==> src/rtl/core/sabavg_pkg.sv <==
// Shared types, constants and tables for the two-sensor angular bin averager.
package sabavg_pkg;

    localparam int BIN_COUNT          = 1440;
    localparam int MAX_POINTS_PER_BIN = 1023;
    localparam int COORD_BITS         = 16;

    localparam int BIN_W    = $clog2(BIN_COUNT);
    localparam int CNT_W    = 10;
    localparam int SUM_W    = 26;
    localparam int RBIN_W   = 11;
    localparam int OFS_W    = 16;
    localparam int AVG_W    = 16;
    localparam int VEC_W    = COORD_BITS + 2;
    localparam int PROD_W   = 2 * VEC_W;
    localparam int SQ_W     = 2 * VEC_W - 2;
    localparam int CORD_W   = VEC_W + 23;
    localparam int ZACC_W   = 34;
    localparam int STEPS    = 30;
    localparam int STEP_W   = 5;
    localparam int ROT_Q15  = 23170;
    localparam int NUM_W    = SUM_W + 1;

    localparam logic [SUM_W-1:0] SUM_MAX = {SUM_W{1'b1}};

    typedef enum logic [1:0] {
        ACT_POINT_A = 2'd0,
        ACT_POINT_B = 2'd1,
        ACT_READ    = 2'd2,
        ACT_NONE    = 2'd3
    } action_t;

    typedef enum logic [1:0] {
        CFG_OFFSET_X = 2'd0,
        CFG_OFFSET_Y = 2'd1,
        CFG_RSVD_2   = 2'd2,
        CFG_RSVD_3   = 2'd3
    } cfg_index_t;

    typedef struct packed {
        logic [1:0]                   action;
        logic signed [COORD_BITS-1:0] point_x_mm;
        logic signed [COORD_BITS-1:0] point_y_mm;
        logic [RBIN_W-1:0]            read_bin;
    } in_item_t;

    typedef struct packed {
        logic [RBIN_W-1:0] bin_number;
        logic [AVG_W-1:0]  average_range_mm;
        logic              bin_empty;
    } out_item_t;

    typedef struct packed {
        logic [SUM_W-1:0] sum;
        logic [CNT_W-1:0] count;
    } bin_entry_t;

    typedef enum logic [1:0] {
        CD_IDLE,
        CD_ITER,
        CD_BIN
    } cordic_state_t;

    typedef enum logic [3:0] {
        ST_CLEAR,
        ST_IDLE,
        ST_ROT_A,
        ST_ROT_B,
        ST_XY,
        ST_SQ_X,
        ST_SQ_Y,
        ST_SUM,
        ST_GO,
        ST_WAIT,
        ST_PT_RD,
        ST_PT_WR,
        ST_RD_RD,
        ST_RD_CHK,
        ST_DIV_WAIT,
        ST_OUT
    } state_t;

    function automatic logic [31:0] atan_turn(input logic [STEP_W-1:0] i);
        logic [31:0] v;
        case (i)
            5'd0:  v = 32'd536870912;
            5'd1:  v = 32'd316933406;
            5'd2:  v = 32'd167458907;
            5'd3:  v = 32'd85004756;
            5'd4:  v = 32'd42667331;
            5'd5:  v = 32'd21354465;
            5'd6:  v = 32'd10679838;
            5'd7:  v = 32'd5340245;
            5'd8:  v = 32'd2670163;
            5'd9:  v = 32'd1335087;
            5'd10: v = 32'd667544;
            5'd11: v = 32'd333772;
            5'd12: v = 32'd166886;
            5'd13: v = 32'd83443;
            5'd14: v = 32'd41722;
            5'd15: v = 32'd20861;
            5'd16: v = 32'd10430;
            5'd17: v = 32'd5215;
            5'd18: v = 32'd2608;
            5'd19: v = 32'd1304;
            5'd20: v = 32'd652;
            5'd21: v = 32'd326;
            5'd22: v = 32'd163;
            5'd23: v = 32'd81;
            5'd24: v = 32'd41;
            5'd25: v = 32'd20;
            5'd26: v = 32'd10;
            5'd27: v = 32'd5;
            5'd28: v = 32'd3;
            5'd29: v = 32'd1;
            default: v = 32'd0;
        endcase
        return v;
    endfunction

endpackage

==> src/rtl/core/sabavg_isqrt.sv <==
// Bit-pair iterative integer square root, rounded and saturated to 16 bits.
module sabavg_isqrt (
    input  logic                          aclk,
    input  logic                          aresetn,
    input  logic                          start,
    input  logic [sabavg_pkg::SQ_W-1:0]   sq,
    output logic [sabavg_pkg::AVG_W-1:0]  root,
    output logic                          done
);
    import sabavg_pkg::*;

    localparam int W = SQ_W + 1;

    logic [W-1:0]     s_reg, r_reg, bit_reg;
    logic             busy_reg, done_reg;
    logic [AVG_W-1:0] root_reg;
    logic [W-1:0]     trial, rr;

    assign trial = r_reg + bit_reg;
    assign rr    = r_reg + W'(s_reg > r_reg);

    always_ff @(posedge aclk) begin
        if (!aresetn) begin
            busy_reg <= 1'b0;
            done_reg <= 1'b0;
        end else if (start) begin
            busy_reg <= 1'b1;
            done_reg <= 1'b0;
        end else if (busy_reg && bit_reg == '0) begin
            busy_reg <= 1'b0;
            done_reg <= 1'b1;
        end
        if (start) begin
            s_reg   <= W'(sq);
            r_reg   <= '0;
            bit_reg <= W'(1) << (SQ_W - 2);
        end else if (busy_reg) begin
            if (bit_reg != '0) begin
                if (s_reg >= trial) begin
                    s_reg <= s_reg - trial;
                    r_reg <= (r_reg >> 1) + bit_reg;
                end else begin
                    r_reg <= r_reg >> 1;
                end
                bit_reg <= bit_reg >> 2;
            end else begin
                root_reg <= (rr > W'(16'hFFFF)) ? '1 : rr[AVG_W-1:0];
            end
        end
    end

    assign root = root_reg;
    assign done = done_reg;

endmodule

==> config.mk <==
export PLATFORM = sky130hd
export DESIGN_NAME = sabavg_isqrt
export DESIGN_NICKNAME = d
export VERILOG_FILES = /design/src/rtl/core/sabavg_pkg.sv /design/src/rtl/core/sabavg_isqrt.sv
export SDC_FILE = /design/constraint.sdc
export NUM_CORES = 1
export LEC_CHECK = 0
export CORE_ASPECT_RATIO = 0.9
export CORE_MARGIN = 2
export CORE_UTILIZATION = 44
export DETAILED_ROUTE_END_ITERATION = 7
export DONT_BUFFER_PORTS = 1
export PLACE_DENSITY = 0.63
export SLEW_MARGIN = 20
export SYNTH_ARGS = -nofsm -noshare
export SYNTH_HDL_FRONTEND = slang
export SYNTH_SLANG_ARGS = --single-unit
==> constraint.sdc <==
create_clock -name aclk -period 6.9 [get_ports aclk]
set_input_delay 0.69 -clock aclk [delete_from_list [all_inputs] [get_ports aclk]]
set_output_delay 0.69 -clock aclk [all_outputs]
set_load 0.03 [all_outputs]
# Yosys cells after proc, flatten, opt, wreduce, memory -nomap -nowiden

Cells that the tools add are included.

Logic and storage cells: 36
Bits of input ports: 37
Bits in registers: 105
Output and inout bits: 17

Mux-type cells: 7
Reduce and logical (&&, ||, !) cells: 12
Bitwise logic cells: 3
$add $sub $neg: 4
Magnitude comparators: 3

Operator list:

| kind                 | count |
|---|---|
| $mux 34              | 4 |
| $add 34x33->35       | 1 |
| $add 35x1->35        | 1 |
| $add 35x33->35       | 1 |
| $ge 35x35->1         | 1 |
| $gt 35x16->1 const B | 1 |
| $gt 35x35->1         | 1 |
| $logic_not 35->1     | 1 |
| $mux 35              | 1 |
| $reduce_bool 35->1   | 1 |
| $sub 35x35->35       | 1 |
| $reduce_and 3->1     | 3 |
| $reduce_bool 2->1    | 4 |
| $not 1->1            | 3 |
| $mux 1               | 2 |
| $reduce_and 2->1     | 1 |
| $reduce_or 2->1      | 1 |
| $logic_and 1x1->1    | 1 |

# Longest topological paths before layout

Depth after elaboration: 6
Depth in mapped cells: 24
Depth with buffers taken out: 22

# Least setup slack after synthesis

Ideal clock, no wire load.

Path kind: register to register
From: register r_reg[4]
To: register s_reg[0] (enable)
Slack: -101 ps
Required time: 6428 ps
Buffers on the path: 2
Arrival: 6529 ps
Library setup time: 472 ps
Clock period less this slack: 7001 ps
Stages on the path, launching flop included: 19
Cell sequence: dfxtp_1 -> ha_1 -> a21oi_1 -> o31ai_1 -> a21oi_1 -> o21ai_0 -> a21oi_1 -> o21ai_0 -> a31oi_1 -> xnor2_1 -> ha_1 -> nand3_1 -> nor3b_1 -> nand3_1 -> o21ai_1 -> nor2_2 -> buf_2 -> buf_2 -> o21ai_0

Word-level cells in the longest chain between the ends: 4

RTL lines:

| element                     | RTL line           | source |
|---|---|---|
| from (decl)                 | sabavg_isqrt.sv:14 | `logic [W-1:0] s_reg, r_reg, bit_reg;` |
| from (signal assigned)      | sabavg_isqrt.sv:41 | `r_reg <= (r_reg >> 1) + bit_reg;` |
| from (signal assigned)      | sabavg_isqrt.sv:43 | `r_reg <= r_reg >> 1;` |
| $add 35x33->35              | sabavg_isqrt.sv:19 | `assign trial = r_reg + bit_reg;` |
| $ge 35x35->1                | sabavg_isqrt.sv:39 | `if (s_reg >= trial) begin` |
| $reduce_bool 2->1 (no line) | --                 |  |
| $reduce_and 3->1 (no line)  | --                 |  |
| to (signal assigned)        | sabavg_isqrt.sv:34 | `s_reg <= W'(sq);` |
| to (signal assigned)        | sabavg_isqrt.sv:40 | `s_reg <= s_reg - trial;` |
| to (decl)                   | sabavg_isqrt.sv:14 |  |

No other way between the ends.
A chain may end at the register's enable or synchronous reset.

# Worst setup path in the final report

From: register r_reg[2]
To: register r_reg[28]

Word-level cells in the longest chain between the ends: 3
Elaborated cells between the ends (all ways): 4
Classes of those cells: add/sub (2); order compare (1); mux (1)

RTL lines:

| element        | RTL line |
|---|---|
| $add 35x33->35 | sabavg_isqrt.sv:19 |
| $ge 35x35->1   | sabavg_isqrt.sv:39 |
| $mux 35 *      | sabavg_isqrt.sv:39 |

Every way passes the cells marked *; elsewhere a longest branch is shown, timed or not.

==> results.sh <==
export IMPL_dpl_cell_area_sq_um=9940
export IMPL_worstSetupPathType="reg -> reg"
export IMPL_via_per_inst=6.00
export IMPL_clk_pin_slew_ps=80
export IMPL_postCtsHoldBufs=0
export IMPL_cp_data_arrival_time_ps=6400
export IMPL_area_growth_pct=5.36
export IMPL_fin_area_sq_um=10300
export IMPL_initial_core_util_pct=44.9
export IMPL_hold_depth=1
export IMPL_fin_cells=1457
export IMPL_drc=0
export IMPL_critical_path_required_ps=7180
export IMPL_grt_start_max_net_pins=115
export IMPL_critPathMaxFanout=30
export IMPL_syn_nets=1346
export IMPL_routedWlPerCell_um=18.5
export IMPL_synth_seq_cells=105
export IMPL_finalCriticalPeriod_ps=6120
export IMPL_maxSlewHeadroom_pct=39.3
export IMPL_fill_cells=2159
export IMPL_first_global_vias=7961
export IMPL_peakVddDrop_uv=214
export IMPL_synth_edf_count=50
export IMPL_hpwl_um=20500
export IMPL_multiInputGateArea_sq_um=6710
export IMPL_final_layout_size_suffix_gt1_share_pct=4.55
export IMPL_rr_worst_depth=18
export IMPL_power_leakage_nw=3.72
export IMPL_tightest_slew_ps=909
export IMPL_endpoint_kind="register"
export IMPL_cts_tree="yes"
export IMPL_grt_pass1_wl_um=43100
export IMPL_outcome="completed"
export IMPL_rsz0062_at_grt="false"
export IMPL_p_int_mw=2.03
export IMPL_routabilityCongestion=0.953
export IMPL_synth_avg_cell_area_sq_um=8.12
export IMPL_final_antenna_net_count=0
export IMPL_clock_path_buffers=2
export IMPL_synth_cells=1200
export IMPL_yosys_warnings=0
export IMPL_die_h_um=145
export IMPL_setup_viol=0
export IMPL_diodes=0
export IMPL_numCtsBuffers=9
export IMPL_hold_path_class="in -> reg"
export IMPL_regArea_sq_um=2600
export IMPL_yosysSeqAreaShare_pct=26.7
export IMPL_synth_area_sq_um=9740
export IMPL_worstSetupStartpointType="register"
export IMPL_numClockSinks=105
export IMPL_slew_viol_final=0
export IMPL_dr_pass1_iters=5
export IMPL_via_count=8747
export IMPL_track_usage_pct=23.0
export IMPL_chipWidth_um=161
export IMPL_finalHoldViolCount=0
export IMPL_final_cell_mix="nand2_1, ha_1, o21ai_0, a21oi_1, nor2_1"
export IMPL_root_buffer="clkbuf_16"
export IMPL_nets=1307
export IMPL_tns_ps=0
export IMPL_p_switching_mw=1.78
export IMPL_combPwrFrac_pct=58.9
export IMPL_antenna_found_initial=0
export IMPL_coreArea_sq_um=21700
export IMPL_fin_skew_ps=7.41
export IMPL_ctsResizeCount=0
export IMPL_synth_ff_type="dfxtp_1"
export IMPL_rows=51
export IMPL_pwr_share_clk_pct=14.3
export IMPL_die_area_sq_um=23300
export IMPL_overflow=0
export IMPL_drt_initial_drc_count=746
export IMPL_routed_wl_um=26900
export IMPL_max_freq_mhz=164
export IMPL_fin_crit_sh_pct=88.6
export IMPL_mostFrequentLayoutCell="nand2_1"
export IMPL_numPortBuffers=0
export IMPL_pin_count=54
export IMPL_synth_async_reset_ratio_pct=0
export IMPL_clk_latency_ps=370
export IMPL_power_density_nw_per_um2=372
export IMPL_ys_types=74
export IMPL_drv_cap=0
export IMPL_pwr_share_seq_pct=26.8
export IMPL_cts_setup_buffers=0
export IMPL_p_sw_share_pct=46.8
export IMPL_htree_levels=3
export IMPL_post_place_cells=1441
==> cells in the mapped netlist (21+ instances only) <==
master / instances / area (sq um)
a21o_1: 29 / 218
a21oi_1: 94 / 470
a31oi_1: 42 / 263
clkbuf_1: 40 / 150
dfxtp_1: 55 / 1100
edfxtp_1: 50 / 1500
ha_1: 108 / 1350
inv_1: 54 / 203
mux2i_1: 21 / 210
nand2_1: 131 / 492
nand3_1: 31 / 155
nand4_1: 22 / 138
nor2_1: 81 / 304
nor3_1: 26 / 130
o21ai_0: 96 / 480
xnor2_1: 72 / 631
xor2_1: 22 / 193
==> metal layers <==
| metal | part of all wire [%] | wire length, um | track usage, % |
|---|---|---|---|
| met5 | 0 | 0 | 0 |
| met4 | 1.4 | 373 | 5.09 |
| met3 | 5.8 | 1560 | 3.23 |
| met2 | 42 | 11200 | 33.5 |
| met1 | 51 | 13800 | 35.8 |
==> through the flow <==
| stage | utilization, % | hold slack (ps) | power, mW | worst slack (ps) |
|---|---|---|---|---|
| after global placement | 45.8 | 502 | 3.21 | 1090 |
| after global routing | 47.3 | 388 | 4.12 | 213 |
| after CTS | 47.3 | 389 | 3.79 | 859 |
| after detailed placement | 45.8 | 505 | 3.23 | 896 |
| final | 47.3 | 394 | 3.81 | 784 |
| after floorplan | - | 471 | 2.73 | 822 |
==> worst paths after layout <==
kind / end / from / slack [ps]
setup / recovery: r_reg[28]$_SDFFE_PP0P_ / r_reg[2]$_SDFFE_PP0P_ / 780
hold / removal: s_reg[34]$_SDFFE_PP0P_ / start / 390
setup reg to reg: r_reg[28]$_SDFFE_PP0P_ / r_reg[2]$_SDFFE_PP0P_ / 780
hold reg to reg: bit_reg[2]$_SDFFE_PP0P_ / bit_reg[2]$_SDFFE_PP0P_ / 520
==> cells by family after synthesis <==
| kind of cell | after synthesis | share of synthesized area, % |
|---|---|---|
| fa+ha+maj | 109 | 14.1 |
| flops | 105 | 26.7 |
| mux | 26 | 2.74 |
| simple gates | 369 | 18.1 |
| compound gates | 383 | 25.3 |
| buf+inv | 114 | 4.69 |
| xor+xnor | 94 | 8.45 |
==> critical path, cell delays in order (launching register included) <==
cell	delay, ps
dfxtp_1	610
ha_1	290
a311oi_1	120
o31ai_1	450
a21oi_1	240
o21ai_0	490
a21oi_1	220
o21ai_0	320
xnor2_1	130
ha_1	380
and2_1	190
and3_1	210
a221o_1	350
a2bb2oi_1	260
o31ai_4	210
nor2_4	730
buf_4	390
a2bb2oi_1	100
a221oi_1	290
==> power groups by stage <==
stage               combinational (mW)  clock (mW)  sequential (mW)
floorplan                         1.81           0            0.924
global placement                  2.18           0             1.03
detailed placement                2.20           0             1.03
CTS                               2.22       0.557             1.02
global route                      2.51       0.578             1.04
finish                            2.25       0.545             1.02
==> final cells by class <==
cell class / instances / share of cell area [%]
Multi-Input combinational cell: 981 / 65.4
Sequential cell: 105 / 25.4
Tap cell: 291 / 3.55
Clock buffer: 9 / 2.20
Inverter: 55 / 2.01
Clock inverter: 7 / 0.829
Timing Repair Buffer: 9 / 0.659
Power figures use the tool's default switching activity.
