--- config.mk ---
export PLATFORM = sky130hd
export DESIGN_NAME = sabavg_cordic
export DESIGN_NICKNAME = d
export VERILOG_FILES = /design/src/rtl/core/sabavg_pkg.sv /design/src/rtl/core/sabavg_cordic.sv
export SDC_FILE = /design/constraint.sdc
export NUM_CORES = 1
export LEC_CHECK = 0
export ABC_AREA = 1
export CAP_MARGIN = 20
export CELL_PAD_IN_SITES_DETAIL_PLACEMENT = 0
export CELL_PAD_IN_SITES_GLOBAL_PLACEMENT = 2
export CORE_ASPECT_RATIO = 1.5
export CORE_MARGIN = 10
export CORE_UTILIZATION = 33
export DETAILED_ROUTE_END_ITERATION = 7
export DONT_BUFFER_PORTS = 1
export PLACE_DENSITY_LB_ADDON = 0.1
export SYNTH_ARGS = -nofsm -noshare
export SYNTH_HDL_FRONTEND = slang
export SYNTH_SLANG_ARGS = --single-unit
--- constraint.sdc ---
create_clock -name aclk -period 4.8 [get_ports aclk]
set_input_delay 0.48 -clock aclk [delete_from_list [all_inputs] [get_ports aclk]]
set_output_delay 0.48 -clock aclk [all_outputs]
set_load 0.01 [all_outputs]
--- src/rtl/core/sabavg_pkg.sv ---
// Shared types, constants and tables for the two-sensor angular bin averager.
package sabavg_pkg;

    localparam int BIN_COUNT          = 1440;
    localparam int MAX_POINTS_PER_BIN = 1023;
    localparam int COORD_BITS         = 16;

    localparam int BIN_W    = $clog2(BIN_COUNT);
    localparam int CNT_W    = 10;
    localparam int SUM_W    = 26;
    localparam int RBIN_W   = 11;
    localparam int OFS_W    = 16;
    localparam int AVG_W    = 16;
    localparam int VEC_W    = COORD_BITS + 2;
    localparam int PROD_W   = 2 * VEC_W;
    localparam int SQ_W     = 2 * VEC_W - 2;
    localparam int CORD_W   = VEC_W + 23;
    localparam int ZACC_W   = 34;
    localparam int STEPS    = 30;
    localparam int STEP_W   = 5;
    localparam int ROT_Q15  = 23170;
    localparam int NUM_W    = SUM_W + 1;

    localparam logic [SUM_W-1:0] SUM_MAX = {SUM_W{1'b1}};

    typedef enum logic [1:0] {
        ACT_POINT_A = 2'd0,
        ACT_POINT_B = 2'd1,
        ACT_READ    = 2'd2,
        ACT_NONE    = 2'd3
    } action_t;

    typedef enum logic [1:0] {
        CFG_OFFSET_X = 2'd0,
        CFG_OFFSET_Y = 2'd1,
        CFG_RSVD_2   = 2'd2,
        CFG_RSVD_3   = 2'd3
    } cfg_index_t;

    typedef struct packed {
        logic [1:0]                   action;
        logic signed [COORD_BITS-1:0] point_x_mm;
        logic signed [COORD_BITS-1:0] point_y_mm;
        logic [RBIN_W-1:0]            read_bin;
    } in_item_t;

    typedef struct packed {
        logic [RBIN_W-1:0] bin_number;
        logic [AVG_W-1:0]  average_range_mm;
        logic              bin_empty;
    } out_item_t;

    typedef struct packed {
        logic [SUM_W-1:0] sum;
        logic [CNT_W-1:0] count;
    } bin_entry_t;

    typedef enum logic [1:0] {
        CD_IDLE,
        CD_ITER,
        CD_BIN
    } cordic_state_t;

    typedef enum logic [3:0] {
        ST_CLEAR,
        ST_IDLE,
        ST_ROT_A,
        ST_ROT_B,
        ST_XY,
        ST_SQ_X,
        ST_SQ_Y,
        ST_SUM,
        ST_GO,
        ST_WAIT,
        ST_PT_RD,
        ST_PT_WR,
        ST_RD_RD,
        ST_RD_CHK,
        ST_DIV_WAIT,
        ST_OUT
    } state_t;

    function automatic logic [31:0] atan_turn(input logic [STEP_W-1:0] i);
        logic [31:0] v;
        case (i)
            5'd0:  v = 32'd536870912;
            5'd1:  v = 32'd316933406;
            5'd2:  v = 32'd167458907;
            5'd3:  v = 32'd85004756;
            5'd4:  v = 32'd42667331;
            5'd5:  v = 32'd21354465;
            5'd6:  v = 32'd10679838;
            5'd7:  v = 32'd5340245;
            5'd8:  v = 32'd2670163;
            5'd9:  v = 32'd1335087;
            5'd10: v = 32'd667544;
            5'd11: v = 32'd333772;
            5'd12: v = 32'd166886;
            5'd13: v = 32'd83443;
            5'd14: v = 32'd41722;
            5'd15: v = 32'd20861;
            5'd16: v = 32'd10430;
            5'd17: v = 32'd5215;
            5'd18: v = 32'd2608;
            5'd19: v = 32'd1304;
            5'd20: v = 32'd652;
            5'd21: v = 32'd326;
            5'd22: v = 32'd163;
            5'd23: v = 32'd81;
            5'd24: v = 32'd41;
            5'd25: v = 32'd20;
            5'd26: v = 32'd10;
            5'd27: v = 32'd5;
            5'd28: v = 32'd3;
            5'd29: v = 32'd1;
            default: v = 32'd0;
        endcase
        return v;
    endfunction

endpackage

--- src/rtl/core/sabavg_cordic.sv ---
// Iterative CORDIC vectoring unit returning the angular bin of a point.
module sabavg_cordic (
    input  logic                                 aclk,
    input  logic                                 aresetn,
    input  logic                                 start,
    input  logic signed [sabavg_pkg::VEC_W-1:0]  x_in,
    input  logic signed [sabavg_pkg::VEC_W-1:0]  y_in,
    output logic [sabavg_pkg::BIN_W-1:0]         bin,
    output logic                                 done
);
    import sabavg_pkg::*;

    localparam int BPROD_W = 32 + BIN_W + 2;

    cordic_state_t             state_reg, state_next;
    logic signed [CORD_W-1:0]  x_reg, x_next, y_reg, y_next;
    logic signed [ZACC_W-1:0]  z_reg, z_next;
    logic [1:0]                q_reg, q_next;
    logic [STEP_W-1:0]         i_reg, i_next;
    logic [BIN_W-1:0]          bin_reg, bin_next;
    logic                      done_reg, done_next;

    logic signed [VEC_W-1:0]   fx, fy;
    logic [1:0]                fq;
    logic signed [CORD_W-1:0]  dx, dy;
    logic signed [ZACC_W-1:0]  at;
    logic [29:0]               zc;
    logic [31:0]               ang;
    logic [BPROD_W-1:0]        bprod;
    logic [BPROD_W-33:0]       bsel;

    always_comb begin
        fx = x_in;
        fy = y_in;
        fq = 2'd0;
        if (x_in == '0 && y_in == '0) begin
            fq = 2'd0;
        end else if (x_in > 0 && y_in >= 0) begin
            fq = 2'd0;
        end else if (x_in <= 0 && y_in > 0) begin
            fx = y_in;
            fy = -x_in;
            fq = 2'd1;
        end else if (x_in < 0 && y_in <= 0) begin
            fx = -x_in;
            fy = -y_in;
            fq = 2'd2;
        end else begin
            fx = -y_in;
            fy = x_in;
            fq = 2'd3;
        end
    end

    assign dx = y_reg >>> i_reg;
    assign dy = x_reg >>> i_reg;
    assign at = ZACC_W'(atan_turn(i_reg));

    always_comb begin
        if (z_reg < 0) begin
            zc = '0;
        end else if (z_reg > ZACC_W'(32'h3FFF_FFFF)) begin
            zc = '1;
        end else begin
            zc = z_reg[29:0];
        end
        ang   = {q_reg, zc};
        bprod = BPROD_W'(ang) * BPROD_W'(BIN_COUNT);
        bsel  = bprod[BPROD_W-1:32];
    end

    always_ff @(posedge aclk) begin
        if (!aresetn) begin
            state_reg <= CD_IDLE;
            done_reg  <= 1'b0;
        end else begin
            state_reg <= state_next;
            done_reg  <= done_next;
        end
        x_reg   <= x_next;
        y_reg   <= y_next;
        z_reg   <= z_next;
        q_reg   <= q_next;
        i_reg   <= i_next;
        bin_reg <= bin_next;
    end

    always_comb begin
        state_next = state_reg;
        done_next  = done_reg;
        x_next     = x_reg;
        y_next     = y_reg;
        z_next     = z_reg;
        q_next     = q_reg;
        i_next     = i_reg;
        bin_next   = bin_reg;
        unique case (state_reg)
            CD_IDLE: begin
                if (start) begin
                    done_next  = 1'b0;
                    x_next     = {{(CORD_W-VEC_W-20){fx[VEC_W-1]}}, fx, 20'd0};
                    y_next     = {{(CORD_W-VEC_W-20){fy[VEC_W-1]}}, fy, 20'd0};
                    z_next     = '0;
                    q_next     = fq;
                    i_next     = '0;
                    state_next = (fy == '0) ? CD_BIN : CD_ITER;
                end
            end
            CD_ITER: begin
                if (y_reg >= 0) begin
                    x_next = x_reg + dx;
                    y_next = y_reg - dy;
                    z_next = z_reg + at;
                end else begin
                    x_next = x_reg - dx;
                    y_next = y_reg + dy;
                    z_next = z_reg - at;
                end
                i_next = i_reg + 1'b1;
                if (i_reg == STEP_W'(STEPS - 1)) begin
                    state_next = CD_BIN;
                end
            end
            CD_BIN: begin
                bin_next   = (bsel >= (BPROD_W-32)'(BIN_COUNT)) ? '0 : bsel[BIN_W-1:0];
                done_next  = 1'b1;
                state_next = CD_IDLE;
            end
            default: state_next = CD_IDLE;
        endcase
    end

    assign bin  = bin_reg;
    assign done = done_reg;

endmodule

; ---- Yosys cells after proc, flatten, opt, wreduce, memory -nomap -nowiden
; Memories as Yosys holds them, arrays and structs flattened. A register that Yosys moved wholly into a read port is not among the register bits.
; Index checks and enable logic that the tools add are counted.
[word_totals]
regBits = 137
ramBits = 0
memories = 1
rom_bits = 960
latchBits = 0
inputBits = 39
wordCells = 83
[op_classes]
n_lt_le_gt_ge = 10
multipliers = 1
n_shift = 2
div_mod_pow = 0
n_addsub = 9
bitwise = 0
reduce_logical = 16
n_eq_ne = 5
mux = 30
[mem_list]
columns = memory, words, width, read_ports, rd_clocked_by_memory_dff, write_ports, line_no
row1 = (no name shown), 32, 30, 1, 1, 0, sabavg_pkg.sv:85  ; case (i)
[op_table]
columns = cell, n
row1 = two-way mux 41 bit, 4
row2 = one-hot mux 41 bit (2 select lines), 2
row3 = two-way mux 18 bit, 8
row4 = adder 41 bit, 2
row5 = >>> shifter 41 x 5 -> 41 bit, 2
row6 = subtractor 41 bit, 2
row7 = two-way mux 34 bit, 2
row8 = one-hot mux 34 bit (2 select lines), 1
row9 = two-way mux 30 bit, 2
row10 = zero test 18 bit, 3
row11 = greater-or-equal comparator 41 x 1 -> 1 bit (second input constant), 1
row12 = multiplier 32 x 6 -> 38 bit (second input constant), 1
row13 = > comparator 18 x 1 -> 1 bit (second input constant), 2
row14 = less-or-equal comparator 18 x 1 -> 1 bit (second input constant), 2
row15 = negator 18 bit, 2
row16 = adder 34 x 33 -> 34 bit, 1
row17 = > comparator 34 x 30 -> 1 bit (second input constant), 1
row18 = < comparator 34 x 1 -> 1 bit (second input constant), 1
row19 = subtractor 34 x 33 -> 34 bit, 1
row20 = greater-or-equal comparator 18 x 1 -> 1 bit (second input constant), 1
row21 = < comparator 18 x 1 -> 1 bit (second input constant), 1
row22 = greater-or-equal comparator 11 bit (second input constant), 1
row23 = two-way mux 5 bit, 2
row24 = one-hot mux 5 bit (2 select lines), 1
row25 = other kinds (15), 27

; ---- Depth between registers and ports, before layout
[logic_depth]
word_depth = 10
depth_mapped = 34

; ---- Worst setup path before layout
; No wires, ideal clock.
[synth_path]
path_kind = register to register
from = register z_reg[33]
to = register bin_reg[2] (netlist: bin[2]), data pin
path_buffers = 3
period_less_slack_ps = 4595
stages_incl_launch_ff = 22
path_slack_ps = 205
t_arrival_ps = 4325
setup_time_ps = 270
cell_sequence = edfxtp_1 > nor4_1 > inv_1 > clkbuf_1 > clkbuf_1 > o21ai_0 > inv_1 > ha_1 > inv_1 > fa_1 > fa_1 > inv_1 > ha_1 > nand2_1 > nor4_1 > a21boi_0 > nand2_1 > a21oi_1 > o21ai_0 > xor2_1 > buf_2 > a21boi_0
[synth_between]
elab_chain_len = 5
word_cells_on_any_way = 6
[synth_rtl]
columns = item, line_no
row1 = start: declaration, sabavg_cordic.sv:17  ; logic signed [ZACC_W-1:0] z_reg, z_next;
row2 = start signal: assignment, sabavg_cordic.sv:82  ; z_reg <= z_next;
row3 = > comparator 34 x 30 -> 1 bit, sabavg_cordic.sv:62  ; end else if (z_reg > ZACC_W'(32'h3FFF_FFFF)) begin
row4 = two-way mux 30 bit, sabavg_cordic.sv:62
row5 = two-way mux 30 bit (*), sabavg_cordic.sv:60  ; if (z_reg < 0) begin
row6 = multiplier 32 x 6 -> 38 bit (*), sabavg_cordic.sv:68  ; bprod = BPROD_W'(ang) * BPROD_W'(BIN_COUNT);
row7 = greater-or-equal comparator 11 bit, sabavg_cordic.sv:125  ; bin_next = (bsel >= (BPROD_W-32)'(BIN_COUNT)) ? '0 : bsel[BIN_W-1:0];
row8 = end signal: assignment, sabavg_cordic.sv:85  ; bin_reg <= bin_next;
row9 = end: declaration, sabavg_cordic.sv:20  ; logic [BIN_W-1:0] bin_reg, bin_next;
; Every way passes the cells marked *; elsewhere a longest branch is shown, timed or not.
; A chain may end at the register's enable or synchronous reset.

; ---- Final worst setup path
[layout_path]
from = register i_reg[0]
to = register x_reg[40], data pin
[layout_between]
elab_chain_len = 4
word_cells_on_any_way = 5
[layout_rtl]
columns = item, line_no
row1 = start: declaration, sabavg_cordic.sv:19  ; logic [STEP_W-1:0] i_reg, i_next;
row2 = start signal: assignment, sabavg_cordic.sv:84  ; i_reg <= i_next;
row3 = >>> shifter 41 x 5 -> 41 bit (*), sabavg_cordic.sv:55  ; assign dx = y_reg >>> i_reg;
row4 = subtractor 41 bit or adder 41 bit (tied branches), "sabavg_cordic.sv:115, sabavg_cordic.sv:111"
row5 = two-way mux 41 bit (*), sabavg_cordic.sv:110  ; if (y_reg >= 0) begin
row6 = one-hot mux 41 bit (2 select lines) (*), sabavg_cordic.sv:97  ; unique case (state_reg)
row7 = via x_next[40], sabavg_cordic.sv:16  ; logic signed [CORD_W-1:0] x_reg, x_next, y_reg, y_next;
row8 = end signal: assignment, sabavg_cordic.sv:80  ; x_reg <= x_next;
row9 = end: declaration, sabavg_cordic.sv:16
; The timed path passes the listed nets; every way through them passes the cells marked *.

==> results.py <==
metrics = {
    "synthesis": {
        "synth.distinct_cells": 62,
        "yosys-top-cells-area": "nand2_1 (15%), edfxtp_1 (15%), nand3_1 (12%), ha_1 (9.0%), inv_1 (6.9%)",
        "yosys_warnings": 0,
        "syn_nets": 4616,
        "synth_top_area_share_pct": 15.3,
        "synth_edf_count": 134,
        "ys.flop_type": "edfxtp_1",
        "ys_async_sr_fraction_pct": 0,
        "synthCells": 4338,
        "ys_seq_area_share_pct": 17.6,
        "netlist.top_cell.by_area": "nand2_1",
        "syn_area_per_cell_um2": 6.15,
        "synth-seq-cells": 167,
        "syn_area_um2": 26700,
    },
    "worst_hold_path": {
        "holdPathEnd": "state_reg[1]",
        "holdCritStartpoint": "aresetn",
        "hold_path_class": "input port to register",
        "whs_path_depth": 2,
    },
    "routing": {
        "wl_per_cell_um": 21.9,
        "dr.max_layer_used": "met5",
        "vias": 33200,
        "drt_iter0_markers": 1870,
        "wl_met2_um": 74100,
        "ant_nets": 0,
        "wirelength_um": 138000,
        "dr.pass1.iters": 5,
        "viasPerCell": 5.29,
        "dr_wl_met3_um": 4500,
        "wl_met1_um": 44000,
        "drc": 0,
    },
    "cts": {
        "h-tree-depth": 4,
        "postCtsHoldBufs": 0,
        "clock-sinks": 167,
        "root_buffer": "clkbuf_16",
        "cts_tree": "built",
        "cts_buffer_depth": 2,
        "clk_pin_slew_worst_paths_ns": 0.09,
        "clk_latency_ns": 0.53,
        "numCtsBuffers": 17,
    },
    "grt": {
        "first_global_vias": 33500,
        "grt_max_degree": 123,
        "overflow": 0,
        "antenna_found_initial": 2,
        "grt_pass1_wl_um": 198000,
        "groute.usage.overall_pct": 28.5,
    },
    "critical_path": {
        "critPathSlowestCell": "nor3_2",
        "required_ns": 5.07,
        "timing.rr.end": "x_reg[40]",
        "critPathMostFrequentCell": "nand2_1",
        "path_max_fanout": 20,
        "ff2ff_setup_slack_ns": -0.16,
        "end_kind": "register",
        "ff2ff_path_depth": 30,
        "critPathKind": "register to register",
        "cp_top_family": "simple AND/OR/NAND/NOR gates",
        "cp.arrival_ns": 5.23,
        "critPathBufInv": 8,
        "worst_setup_path_start_kind": "register",
        "regToRegStartpoint": "i_reg[0]",
        "max_stage_delay_ns": 0.47,
    },
    "layout": {
        "area_delta_synth_final_pct": 52.3,
        "mostFrequentLayoutCells": "buf_4 (958), nand2_1 (918), inv_1 (438)",
        "drive_gt1_share_pct": 38.0,
        "layout_commonest_cell": "buf_4",
        "final_nets": 5513,
        "final_cells": 6281,
    },
    "timing": {
        "finalCritPeriodShare_pct": 103,
        "setup_viol": 10,
        "drv_slew": 0,
        "hold_violations": 0,
        "max_freq_ghz": 0.201,
        "fin_ws_ns": -0.164,
        "rsz0062_at_grt": "yes",
        "worst_pin_slew_ns": 1.02,
        "final.min_clock_period_ns": 4.96,
        "fin_skew_ns": 0.0191,
        "relSlewSlack_pct": 31.9,
        "holdWs_ns": 0.0944,
    },
    "die": {
        "ios": 51,
        "initial_core_util_pct": 33.3,
        "dieArea_um2": 92800,
        "core_um2": 80100,
        "rows": 127,
        "die-height_um": 368,
        "die_w_um": 252,
    },
    "placed_design": {
        "post-place-ws_ns": -0.790,
        "dp.cells": 6134,
        "hpwl_um": 110000,
        "io_buffers": 0,
        "place_congestion": 0.972,
    },
    "job": {
        "drv_cap": 0,
    },
    "status": {
        "violations": "setup timing",
        "outcome": "finished with violations",
    },
}
-- synth_stat cells, drive strengths merged (20+ instances only) --
cell type	instances
a21oi	321
a31oi	37
buf	101
clkbuf	47
dfxtp	33
edfxtp	134
fa	48
ha	191
inv	512
nand2	1120
nand3	621
nand4	32
nor2	421
nor3	44
o211ai	26
o21a	34
o21ai	315
or2	20
xnor2	36
xor2	110
-- metrics by stage --
step,TNS (ns),area (um2),util (%)
5_1_grt,-9.77,40600,50.7
2_1_floorplan,0,26700,-
3_3_place_gp,-24.94,34200,42.7
4_1_cts,-0.912,37800,47.2
6_report,-0.295,40600,50.7
3_5_place_dp,-25.85,34200,42.7
-- layer usage --
layer | vias up | track usage, %
met5 | - | 0
li1 | 16400 | -
met2 | 825 | 55.7
met1 | 15600 | 24.4
met3 | 432 | 3.77
met4 | 2 | 26.0
-- kinds of logic (layout without fill, tap and decap cells) --
| group | Yosys count | in the layout | share of synthesized area, % |
|---|---|---|---|
| compound gates | 826 | 826 | 17.4 |
| xor+xnor | 146 | 146 | 4.80 |
| fa+ha+maj | 239 | 239 | 12.6 |
| buf+inv | 661 | 1570 | 10.3 |
| flops | 167 | 167 | 17.6 |
| other cells | 0 | 1 | 0 |
| simple gates | 2299 | 2300 | 37.4 |
-- cell type report --
class / instances / area, um2
clock inverter: 13 / 125
clock buffer: 19 / 454
sequential: 167 / 4680
fill: 8356 / 39500
multi-input combinational: 3511 / 23700
antenna: 1 / 2.50
timing repair buffer: 1025 / 8380
inverter: 513 / 1960
tap: 1032 / 1290
-- repair_timing --
item / 4_1_cts / 5_1_grt
buffers inserted: 59 / 45
gates resized for setup: 576 / 564
pin swaps: 152 / 204
endpoints found under the setup margin: 65 / 68
cloned: 8 / 7
endpoints found under the hold margin: 0 / 0
-- worst max path at each step --
| stage | cells past startpoint | startpoint | slack (ns) | end |
|---|---|---|---|---|
| 2_1_floorplan | 21 | z_reg[33] | 0.20 | bin[2] |
| 4_1_cts | 29 | i_reg[0] | -0.12 | y_reg[35] |
| 6_report | 30 | i_reg[0] | -0.16 | x_reg[40] |
| 3_5_place_dp | 29 | i_reg[0] | -0.79 | y_reg[28] |
| 5_1_grt | 27 | z_reg[33] | -0.29 | bin[3] |
| 3_3_place_gp | 29 | i_reg[0] | -0.72 | y_reg[28] |
Power is not shown: default switching activity piles up to over one toggle a cycle in this logic, so the estimate is an artifact.
