### src/rtl/core/sabavg_pkg.sv
// Shared types, constants and tables for the two-sensor angular bin averager.
package sabavg_pkg;

    localparam int BIN_COUNT          = 1440;
    localparam int MAX_POINTS_PER_BIN = 1023;
    localparam int COORD_BITS         = 16;

    localparam int BIN_W    = $clog2(BIN_COUNT);
    localparam int CNT_W    = 10;
    localparam int SUM_W    = 26;
    localparam int RBIN_W   = 11;
    localparam int OFS_W    = 16;
    localparam int AVG_W    = 16;
    localparam int VEC_W    = COORD_BITS + 2;
    localparam int PROD_W   = 2 * VEC_W;
    localparam int SQ_W     = 2 * VEC_W - 2;
    localparam int CORD_W   = VEC_W + 23;
    localparam int ZACC_W   = 34;
    localparam int STEPS    = 30;
    localparam int STEP_W   = 5;
    localparam int ROT_Q15  = 23170;
    localparam int NUM_W    = SUM_W + 1;

    localparam logic [SUM_W-1:0] SUM_MAX = {SUM_W{1'b1}};

    typedef enum logic [1:0] {
        ACT_POINT_A = 2'd0,
        ACT_POINT_B = 2'd1,
        ACT_READ    = 2'd2,
        ACT_NONE    = 2'd3
    } action_t;

    typedef enum logic [1:0] {
        CFG_OFFSET_X = 2'd0,
        CFG_OFFSET_Y = 2'd1,
        CFG_RSVD_2   = 2'd2,
        CFG_RSVD_3   = 2'd3
    } cfg_index_t;

    typedef struct packed {
        logic [1:0]                   action;
        logic signed [COORD_BITS-1:0] point_x_mm;
        logic signed [COORD_BITS-1:0] point_y_mm;
        logic [RBIN_W-1:0]            read_bin;
    } in_item_t;

    typedef struct packed {
        logic [RBIN_W-1:0] bin_number;
        logic [AVG_W-1:0]  average_range_mm;
        logic              bin_empty;
    } out_item_t;

    typedef struct packed {
        logic [SUM_W-1:0] sum;
        logic [CNT_W-1:0] count;
    } bin_entry_t;

    typedef enum logic [1:0] {
        CD_IDLE,
        CD_ITER,
        CD_BIN
    } cordic_state_t;

    typedef enum logic [3:0] {
        ST_CLEAR,
        ST_IDLE,
        ST_ROT_A,
        ST_ROT_B,
        ST_XY,
        ST_SQ_X,
        ST_SQ_Y,
        ST_SUM,
        ST_GO,
        ST_WAIT,
        ST_PT_RD,
        ST_PT_WR,
        ST_RD_RD,
        ST_RD_CHK,
        ST_DIV_WAIT,
        ST_OUT
    } state_t;

    function automatic logic [31:0] atan_turn(input logic [STEP_W-1:0] i);
        logic [31:0] v;
        case (i)
            5'd0:  v = 32'd536870912;
            5'd1:  v = 32'd316933406;
            5'd2:  v = 32'd167458907;
            5'd3:  v = 32'd85004756;
            5'd4:  v = 32'd42667331;
            5'd5:  v = 32'd21354465;
            5'd6:  v = 32'd10679838;
            5'd7:  v = 32'd5340245;
            5'd8:  v = 32'd2670163;
            5'd9:  v = 32'd1335087;
            5'd10: v = 32'd667544;
            5'd11: v = 32'd333772;
            5'd12: v = 32'd166886;
            5'd13: v = 32'd83443;
            5'd14: v = 32'd41722;
            5'd15: v = 32'd20861;
            5'd16: v = 32'd10430;
            5'd17: v = 32'd5215;
            5'd18: v = 32'd2608;
            5'd19: v = 32'd1304;
            5'd20: v = 32'd652;
            5'd21: v = 32'd326;
            5'd22: v = 32'd163;
            5'd23: v = 32'd81;
            5'd24: v = 32'd41;
            5'd25: v = 32'd20;
            5'd26: v = 32'd10;
            5'd27: v = 32'd5;
            5'd28: v = 32'd3;
            5'd29: v = 32'd1;
            default: v = 32'd0;
        endcase
        return v;
    endfunction

endpackage

### src/rtl/core/sabavg_div.sv
// Restoring divider, one quotient bit per cycle, for the bin average.
module sabavg_div (
    input  logic                          aclk,
    input  logic                          aresetn,
    input  logic                          start,
    input  logic [sabavg_pkg::NUM_W-1:0]  num,
    input  logic [sabavg_pkg::CNT_W-1:0]  den,
    output logic [sabavg_pkg::AVG_W-1:0]  quo,
    output logic                          done
);
    import sabavg_pkg::*;

    localparam int CW = $clog2(NUM_W + 1);

    logic [NUM_W-1:0] n_reg;
    logic [CNT_W-1:0] d_reg, rem_reg;
    logic [CW-1:0]    cnt_reg;
    logic             busy_reg, done_reg;
    logic [CNT_W:0]   rem_sh;
    logic             qbit;

    assign rem_sh = {rem_reg, n_reg[NUM_W-1]};
    assign qbit   = rem_sh >= {1'b0, d_reg};

    always_ff @(posedge aclk) begin
        if (!aresetn) begin
            busy_reg <= 1'b0;
            done_reg <= 1'b0;
        end else if (start) begin
            busy_reg <= 1'b1;
            done_reg <= 1'b0;
        end else if (busy_reg && cnt_reg == CW'(NUM_W - 1)) begin
            busy_reg <= 1'b0;
            done_reg <= 1'b1;
        end
        if (start) begin
            n_reg   <= num;
            d_reg   <= den;
            rem_reg <= '0;
            cnt_reg <= '0;
        end else if (busy_reg) begin
            rem_reg <= qbit ? CNT_W'(rem_sh - {1'b0, d_reg}) : rem_sh[CNT_W-1:0];
            n_reg   <= {n_reg[NUM_W-2:0], qbit};
            cnt_reg <= cnt_reg + 1'b1;
        end
    end

    assign quo  = n_reg[AVG_W-1:0];
    assign done = done_reg;

endmodule

### config.mk
export PLATFORM = sky130hd
export DESIGN_NAME = sabavg_div
export DESIGN_NICKNAME = d
export VERILOG_FILES = /design/src/rtl/core/sabavg_pkg.sv /design/src/rtl/core/sabavg_div.sv
export SDC_FILE = /design/constraint.sdc
export NUM_CORES = 1
export LEC_CHECK = 0
export ABC_AREA = 1
export BUFFER_PORTS_ARGS = -buffer_cell sky130_fd_sc_hd__buf_2
export CORE_UTILIZATION = 59
export CTS_CLUSTER_SIZE = 20
export DETAILED_ROUTE_END_ITERATION = 16
export PLACE_DENSITY = 0.85
export RECOVER_POWER = 100
export SYNTH_ARGS = -nofsm -noshare
export SYNTH_HDL_FRONTEND = slang
export SYNTH_SLANG_ARGS = --single-unit
export TNS_END_PERCENT = 30
### constraint.sdc
create_clock -name aclk -period 3.7 [get_ports aclk]
set_clock_uncertainty 0.15 [all_clocks]
set_input_delay 0.74 -clock aclk [delete_from_list [all_inputs] [get_ports aclk]]
set_output_delay 0.74 -clock aclk [all_outputs]
set_load 0.01 [all_outputs]
# Yosys cells after proc, flatten, opt, wreduce, memory -nomap -nowiden
# Cells that the tools add are included.
# Widths: inputs -> output; s select.
dict set report op_classes {
  add_sub_neg 2
  n_lt_le_gt_ge 1
  n_eq_ne 1
  n_mux 5
  bitwise 1
  n_reduce_logical 4
}
# op count
set ops {}
lappend ops {{$mux 27} 2}
lappend ops {{$ge 11x10->1} 1}
lappend ops {{$mux 10} 1}
lappend ops {{$sub 10x10->10} 1}
lappend ops {{$add 5x1->5 const B} 1}
lappend ops {{$eq 5x5->1 const B} 1}
lappend ops {{$reduce_bool 2->1} 2}
lappend ops {{$mux 1} 2}
lappend ops {{$reduce_or 2->1} 1}
lappend ops {{$logic_and 1x1->1} 1}
lappend ops {{$not 1->1} 1}
dict set report totals {
  register_bits 54
  in_bits 40
  output_inout_bits 17
  wordCells 20
}

# Depth between registers and ports, before layout
# Gate-level depths: netlist (run 1).
dict set report logic_depth {
  ltp_word 4
  ltp_mapped 13
  mapped_depth_nobuf 13
}

# Least setup slack after synthesis (run 1)
# OpenSTA, ideal clock, no wires.
dict set report synth_timing {
  path_type {input to register}
  start {input start}
  end {register n_reg[0], enable pin}
  t_arrival_ns 1.434
  required_ns 3.165
  setup_slack_ns 1.731
  stages 2
  path_cell_list {nor2_1 inv_1}
}
dict set report synth_between {
  elab_chain_cells 1
}
# item line_no
set synth_rtl {}
lappend synth_rtl {{start, declared} sabavg_div.sv:5} ;# input logic start,
lappend synth_rtl {{$reduce_bool 2->1 (no source line)} -}
lappend synth_rtl {{end signal, assigned} sabavg_div.sv:37} ;# n_reg <= num;
lappend synth_rtl {{end signal, assigned} sabavg_div.sv:43} ;# n_reg <= {n_reg[NUM_W-2:0], qbit};
lappend synth_rtl {{end, declared} sabavg_div.sv:15} ;# logic [NUM_W-1:0] n_reg;
# No other way between the ends.
# A chain may end at the register's enable or synchronous reset.

# Worst setup path in the final report (run 1)
dict set report layout_timing {
  start {register d_reg[2]}
  end {register rem_reg[0]}
}
dict set report layout_between {
  elab_chain_cells 2
}
# item line_no
set layout_rtl {}
lappend layout_rtl {{start, declared} sabavg_div.sv:16} ;# logic [CNT_W-1:0] d_reg, rem_reg;
lappend layout_rtl {{start signal, assigned} sabavg_div.sv:38} ;# d_reg <= den;
lappend layout_rtl {{$ge 11x10->1} sabavg_div.sv:23} ;# assign qbit = rem_sh >= {1'b0, d_reg};
lappend layout_rtl {{$mux 10} sabavg_div.sv:42} ;# rem_reg <= qbit ? CNT_W'(rem_sh - {1'b0, d_reg}) : rem_sh[CNT_W-1:0];
lappend layout_rtl {{end signal, assigned} sabavg_div.sv:42}
lappend layout_rtl {{end, declared} sabavg_div.sv:16}
# No other way between the ends.

==> results of run 1 <==
==> Yosys cell counts (2+ instances only) <==
cell type / number
a21oi_1: 8
a31oi_1: 2
buf_4: 17
clkbuf_1: 5
dfxtp_1: 17
edfxtp_1: 37
ha_1: 12
inv_1: 42
nand2_1: 140
nand2_2: 7
nand3_1: 27
nand3b_1: 5
nor2_1: 14
nor2_2: 2
nor3_1: 2
o21ai_0: 7
o21ai_1: 2
xnor2_1: 3
==> cells by family after synthesis <==
family                   Yosys count
AO/OA/AOI/OAI                     21
buffers and inverters             67
flip-flops                        54
adder cells (fa/ha/maj)           13
XOR/XNOR                           3
AND/OR/NAND/NOR                  199
==> metal layers <==
layer / track usage / vias up / share of wire
met2: 0.388 / 72 / 0.48
met1: 0.297 / 1032 / 0.44
met5: 0 / - / 0
met3: 0.0444 / 10 / 0.058
met4: 0.109 / 0 / 0.024
li1: - / 1197 / -
==> through the flow <==
stage           util  power, uW  std cells  hold WS (ns)  setup slack, ns
6_report       0.676       1260        466         0.320             1.18
5_1_grt        0.676       1320        466         0.346            0.997
4_1_cts        0.683       1270        465         0.322             1.41
3_5_place_dp   0.661        922        457         0.306             1.08
3_3_place_gp   0.661        916        457         0.291             1.07
2_1_floorplan      -        874        357         0.273             1.73
==> cells in the final DEF (no fill, tap or decap), drive strengths merged, types with 2 or more instances in the layout <==
cell type	instances
nor2	16
nand2	147
inv	43
clkbuf	24
o21ai	9
nand3	27
a31oi	2
ha	12
xnor2	3
dfxtp	17
a21oi	9
buf	39
edfxtp	37
nor3	2
nand3b	5
clkinv	2
==> area by class of cell <==
type | instances | area, um^2
fillers | 379 | 1530
flip-flops and latches | 54 | 1450
multi-input cells | 236 | 1130
repair buffers | 57 | 265
inverters | 43 | 161
well taps | 67 | 83.8
clock buffers | 6 | 82.6
clock inverters | 2 | 17.5
diodes | 1 | 2.50
==> power by group <==
part | switching (uW) | internal (uW) | leakage [uW] | total, uW
logic | 114 | 69.0 | 0.00103 | 183
registers | 22.9 | 699 | 0.000513 | 722
clock network | 203 | 155 | 0.0000514 | 358
total | 340 | 923 | 0.00159 | 1260
==> worst max path at each step <==
stage / from / end / slack [ns] / cells after the start
2_1_floorplan: start / n_reg[0]$_DFFE_PP_ / 1.73 / 2
3_3_place_gp: start / n_reg[12]$_DFFE_PP_ / 1.07 / 3
3_5_place_dp: start / n_reg[13]$_DFFE_PP_ / 1.08 / 3
4_1_cts: start / n_reg[0]$_DFFE_PP_ / 1.41 / 3
5_1_grt: d_reg[2]$_DFFE_PP_ / rem_reg[0]$_SDFFE_PP0P_ / 1.0 / 11
6_report: d_reg[2]$_DFFE_PP_ / rem_reg[0]$_SDFFE_PP0P_ / 1.18 / 11
==> summary.md, run 1 <==
| Metric | Value |
|---|---|
| Worst-path clk slew | 0.10 ns |
| Setup TNS | 0 ns |
| Number of enable flip-flop cells after synthesis | 37 |
| TritonRoute pass-1 iters | 4 |
| Port Buf Inserts | 56 |
| Final setup viols | 0 |
| Nets | 450 |
| First-pass GRT wire length | 9310 um |
| Setup bufs post-CTS | 0 |
| DP Wirelength | 3850 um |
| DRC Markers | 0 |
| Pwr dens | 395 nW/um^2 |
| Slowest stage cell, crit path | ha_1 |
| Status | finished clean |
| Fin crit period | 2.52 ns |
| Total number of vias | 2311 |
| R2R setup slack | 1.18 ns |
| Synth Area in XOR/XNOR | 0.00901 |
| Hold Violations, Final | 0 |
| WL final | 5650 um |
| R2R Path End | rem_reg[0]$_SDFFE_PP0P_ |
| Syn_area_per_cell | 8.17 um^2 |
| Max-cap violations | 0 |
| Final period util | 0.682 |
| Die W | 72.3 um |
| Worst path most repeated cell | nand2_1 |
| Crit path buf inv count | 1 |
| Worst-Margin Slew | 1.18 ns |
| Cell taking the most area after synthesis | edfxtp_1 |
| Mapped cell area | 2920 um^2 |
| Syn nets | 410 |
| Worst R2R Path Depth | 11 |
| Syn Inst Count | 357 |
| Fmax | 397 MHz |
| Count of hold-fix buffers inserted at cts | 0 |
| Chip height | 72.3 um |
| Total grt overflow | 0 |
| Synthesized flop and latch total | 54 |
| RePlAce Congestion | 0.839 |
| Initial Util | 0.617 |
| Top delay family on crit path | simple AND/OR/NAND/NOR gates |
| Crit path kind | register to register |
| Clk buf depth | 2 |
| Synth warn | 0 |
| Min-Delay Endpoint | cnt_reg[4]$_SDFFE_PP0P_ |
| Leakage | 0.00159 uW |
| Sink Count | 54 |
| Post-synth cell types | 26 |
| Slew margin rel. | 0.214 |
| Initial antenna violation count | 1 |
| Layout cells sized above 1 | 0.136 |
| Fraction of synthesized cell area taken by the top area cell type | 0.381 |
| Largest net degree at the start of global routing | 42 |
| Root Buffer | clkbuf_8 |
| Largest family of logic cells by synthesized area | simple AND/OR/NAND/NOR gates |
| CORE AREA | 4720 um^2 |
| Min-delay src | cnt_reg[4]$_SDFFE_PP0P_ |
| Dominant cells by area after synthesis | edfxtp_1 (38%), nand2_1 (18%), dfxtp_1 (12%) |
| Simple-gate area share of the yosys netlist | 0.285 |
| FF-to-FF Start | d_reg[2]$_DFFE_PP_ |
| I/O pin count | 57 |
| Final Max Tran Viols | 0 |
| Site Rows | 25 |
| Hold Crit Depth | 1 |
| Initial DRC Count | 158 |
| Syn-to-layout area delta | 9.57% |
| Antenna-violating nets left | 0 |
| Peak supply drop | 0.313 mV |
| CTS resizes | 0 |
| Vias in the first global route | 2197 |
| H-tree depth | 2 |
| Post-synthesis mux area share | 0 |
| Hold Crit Class | register to register |
| Post-route cell area | 3190 um^2 |
| Max FFs per register | 27 |
| Vias per cell | 4.96 |
| Drt wl/cell | 12.1 um |
| Placed Area | 3120 um^2 |
| Synth Area in Compound Gates | 0.0391 |
| CTS tree | done |
| Die Area | 5230 um^2 |
| Tot GR Track Use | 0.234 |
| CP cell instances | inv_1 > ha_1 > a21oi_1 > nand2_1 > nand2_1 > nand2_2 > nand2_1 > nand2_1 > nand2_1 > nand3_1 > o21ai_0 |
| Seq/Total Area, Yosys | 0.498 |
| CP arrival | 2.59 ns |
| Number of buffers created by CTS | 5 |
| Worst Path Required | 3.77 ns |
| Critical Path Sink Type | register |
| Ys flop type | edfxtp_1 |
| Synth async-reset ratio | 0 |
| Crit-path max FO | 13 |
| Max stage delay on crit path | 0.37 ns |
| Synthesized-area fraction occupied by adder cells | 0.0584 |
| Worst-Skew Late Latency | 0.31 ns |
| CP startpoint kind | register |
| RSZ-0062 raised after global routing | no |
Note: power is estimated with default switching activity, not from simulation.
==> run 2, diff against run 1 <==
CORE_UTILIZATION = 50   (was 59)
PLACE_DENSITY = 0.76   (was 0.85)
clock period = 2 ns   (was 3.7 ns; I/O delays follow)
==> run 2 against run 1 <==
Non-clock buffer count grew 9. Highest routed layer unchanged. Setup slack worse by 1.1 ns. Wire length rose by 2.4%. Power grew 82%. Via count increased by 0.95%. Critical endpoint is now rem_reg[2]$_SDFFE_PP0P_.
==> summary.md, run 2 (synthesized netlist as in run 1, its figures left out) <==
| Metric | Value |
|---|---|
| Status | finished clean |
| Final Max Tran Viols | 0 (unchanged) |
| Crit path kind | register to register |
| CP arrival | 1.97 ns (-0.62 ns) |
| Largest net degree at the start of global routing | 27 (-36%) |
| Worst-path clk slew | 0.10 ns (about the same) |
| Number of buffers created by CTS | 5 (unchanged) |
| Final setup viols | 0 (unchanged) |
| Port Buf Inserts | 56 (unchanged) |
| Antenna-violating nets left | 0 (unchanged) |
| TritonRoute pass-1 iters | 4 (unchanged) |
| Site Rows | 27 (+8.0%) |
| Count of hold-fix buffers inserted at cts | 0 (unchanged) |
| Max FFs per register | 27 (unchanged) |
| Worst Path Required | 2.05 ns (-1.72 ns) |
| Worst-Margin Slew | 0.578 ns (-0.599 ns) |
| Crit-path max FO | 6 (-7) |
| Peak supply drop | 0.490 mV (+56%) |
| Fin crit period | 1.92 ns (-0.604 ns) |
| Fill cells | 525 (+39%) |
| Die Area | 6140 um^2 (+17%) |
| Setup TNS | 0 ns (unchanged) |
| Initial antenna violation count | 0 (-1) |
| Tot GR Track Use | 0.198 (-0.0358) |
| Worst-Skew Late Latency | 0.31 ns (about the same) |
| Final period util | 0.959 (+0.278) |
| WL final | 5780 um (+2.4%) |
| Initial Util | 0.523 (-0.0942) |
| H-tree depth | 2 (unchanged) |
| CP startpoint kind | register |
| Fmax | 521 MHz (+31%) |
| Total number of vias | 2333 (+0.95%) |
| RePlAce Congestion | 0.834 (-0.60%) |
| Vias in the first global route | 2241 (+2.0%) |
| CTS tree | done |
| Most common cell after layout, fill and taps aside | nand2_1 |
| First-pass GRT wire length | 9520 um (+2.3%) |
| Clk buf depth | 2 (unchanged) |
| Nets | 459 (+2.0%) |
| Design Power | 2300 uW (+82%) |
| Total grt overflow | 0 (unchanged) |
| Max-cap violations | 0 (unchanged) |
| Sink Count | 54 (unchanged) |
| CORE AREA | 5570 um^2 (+18%) |
| I/O pin count | 57 (unchanged) |
| Hold Crit Class | primary input to register |
| Initial DRC Count | 139 (-12%) |
| Syn-to-layout area delta | 14.4% |
| Placed Cells | 469 (+2.6%) |
| Critical Path Sink Type | register |
| Leakage | 0.00165 uW (+3.6%) |
| Most frequent cells in the layout | nand2_1 (139), inv_1 (40), buf_2 (38) |
| RSZ-0062 raised after global routing | yes |
| DRC Markers | 0 (unchanged) |
| Die W | 78.4 um (+8.4%) |
| Hold Violations, Final | 0 (unchanged) |
| Pwr dens | 689 nW/um^2 (+74%) |
| Vias per cell | 4.87 (-1.8%) |
| Root Buffer | clkbuf_8 |
| Slew margin rel. | 0.614 (+0.400) |
| # diodes | 0 (-1) |
| Drt wl/cell | 12.1 um (-0.42%) |
| Layout cells sized above 1 | 0.187 (+0.0511) |
| Hold slack | 0.104 ns (-0.216 ns) |
| Final Instance Count excl. Fillers | 479 (+2.8%) |
| DP Wirelength | 4130 um (+7.2%) |
| Chip height | 78.4 um (+8.4%) |
| Util after Layout | 0.598 (-0.0781) |
==> run 2: power breakdown <==
part	leakage, uW	internal (uW)	switching [uW]	total, uW
Clock	0.0000426	242	347	588
Sequential	0.000513	1290	40.9	1330
Combinational	0.00109	150	225	376
Total	0.00165	1680	613	2300
==> run 2: final cells by class <==
| class | instances | area (um^2) | area share |
|---|---|---|---|
| multi-input combinational | 236 | 1200 | 0.361 |
| sequential | 54 | 1450 | 0.435 |
| clock inverter | 2 | 8.76 | 0.00263 |
| tap | 72 | 90.1 | 0.0270 |
| timing repair buffer | 66 | 344 | 0.103 |
| clock buffer | 6 | 72.6 | 0.0218 |
| inverter | 43 | 164 | 0.0492 |
==> run 2: critical path, stage by stage, from the launching register on <==
cell and delay (ns):
edfxtp_1 0.37, inv_1 0.07, ha_2 0.32, a21oi_2 0.19, nand2_2 0.10, nand2_2 0.09
nand2_2 0.07, nand2_4 0.10, buf_6 0.13, nand3_1 0.07, nand3_1 0.08, o21ai_0 0.08
==> run 2: worst paths after layout <==
kind                      startpoint                 endpoint  slack [ns]  depth (start not counted)
max               d_reg[2]$_DFFE_PP_  rem_reg[2]$_SDFFE_PP0P_        0.08                         11
min                           den[8]       d_reg[8]$_DFFE_PP_        0.10                          1
max reg2reg       d_reg[2]$_DFFE_PP_  rem_reg[2]$_SDFFE_PP0P_        0.08                         11
min reg2reg  rem_reg[6]$_SDFFE_PP0P_  rem_reg[6]$_SDFFE_PP0P_        0.32                          2
==> run 2: routing by layer <==
layer,share of wire,global-route usage,up-vias
li1,-,-,1215
met1,0.45,0.245,1053
met2,0.48,0.339,56
met3,0.049,0.0442,9
met4,0.015,0.0741,0
met5,0,0,-
==> run 2: repair_timing <==
item | CTS | global route
buffers inserted | 0 | 2
hold endpoints to repair | 0 | 0
gates resized for setup | 0 | 19
endpoints found under the setup margin | 0 | 11
==> run 2: per-stage QoR <==
stage	cell area (um^2)	setup WS [ns]
2_1_floorplan	2920	0.192
3_3_place_gp	3200	0.0941
3_5_place_dp	3200	0.0557
4_1_cts	3280	0.0502
5_1_grt	3330	-0.0533
6_report	3330	0.0818
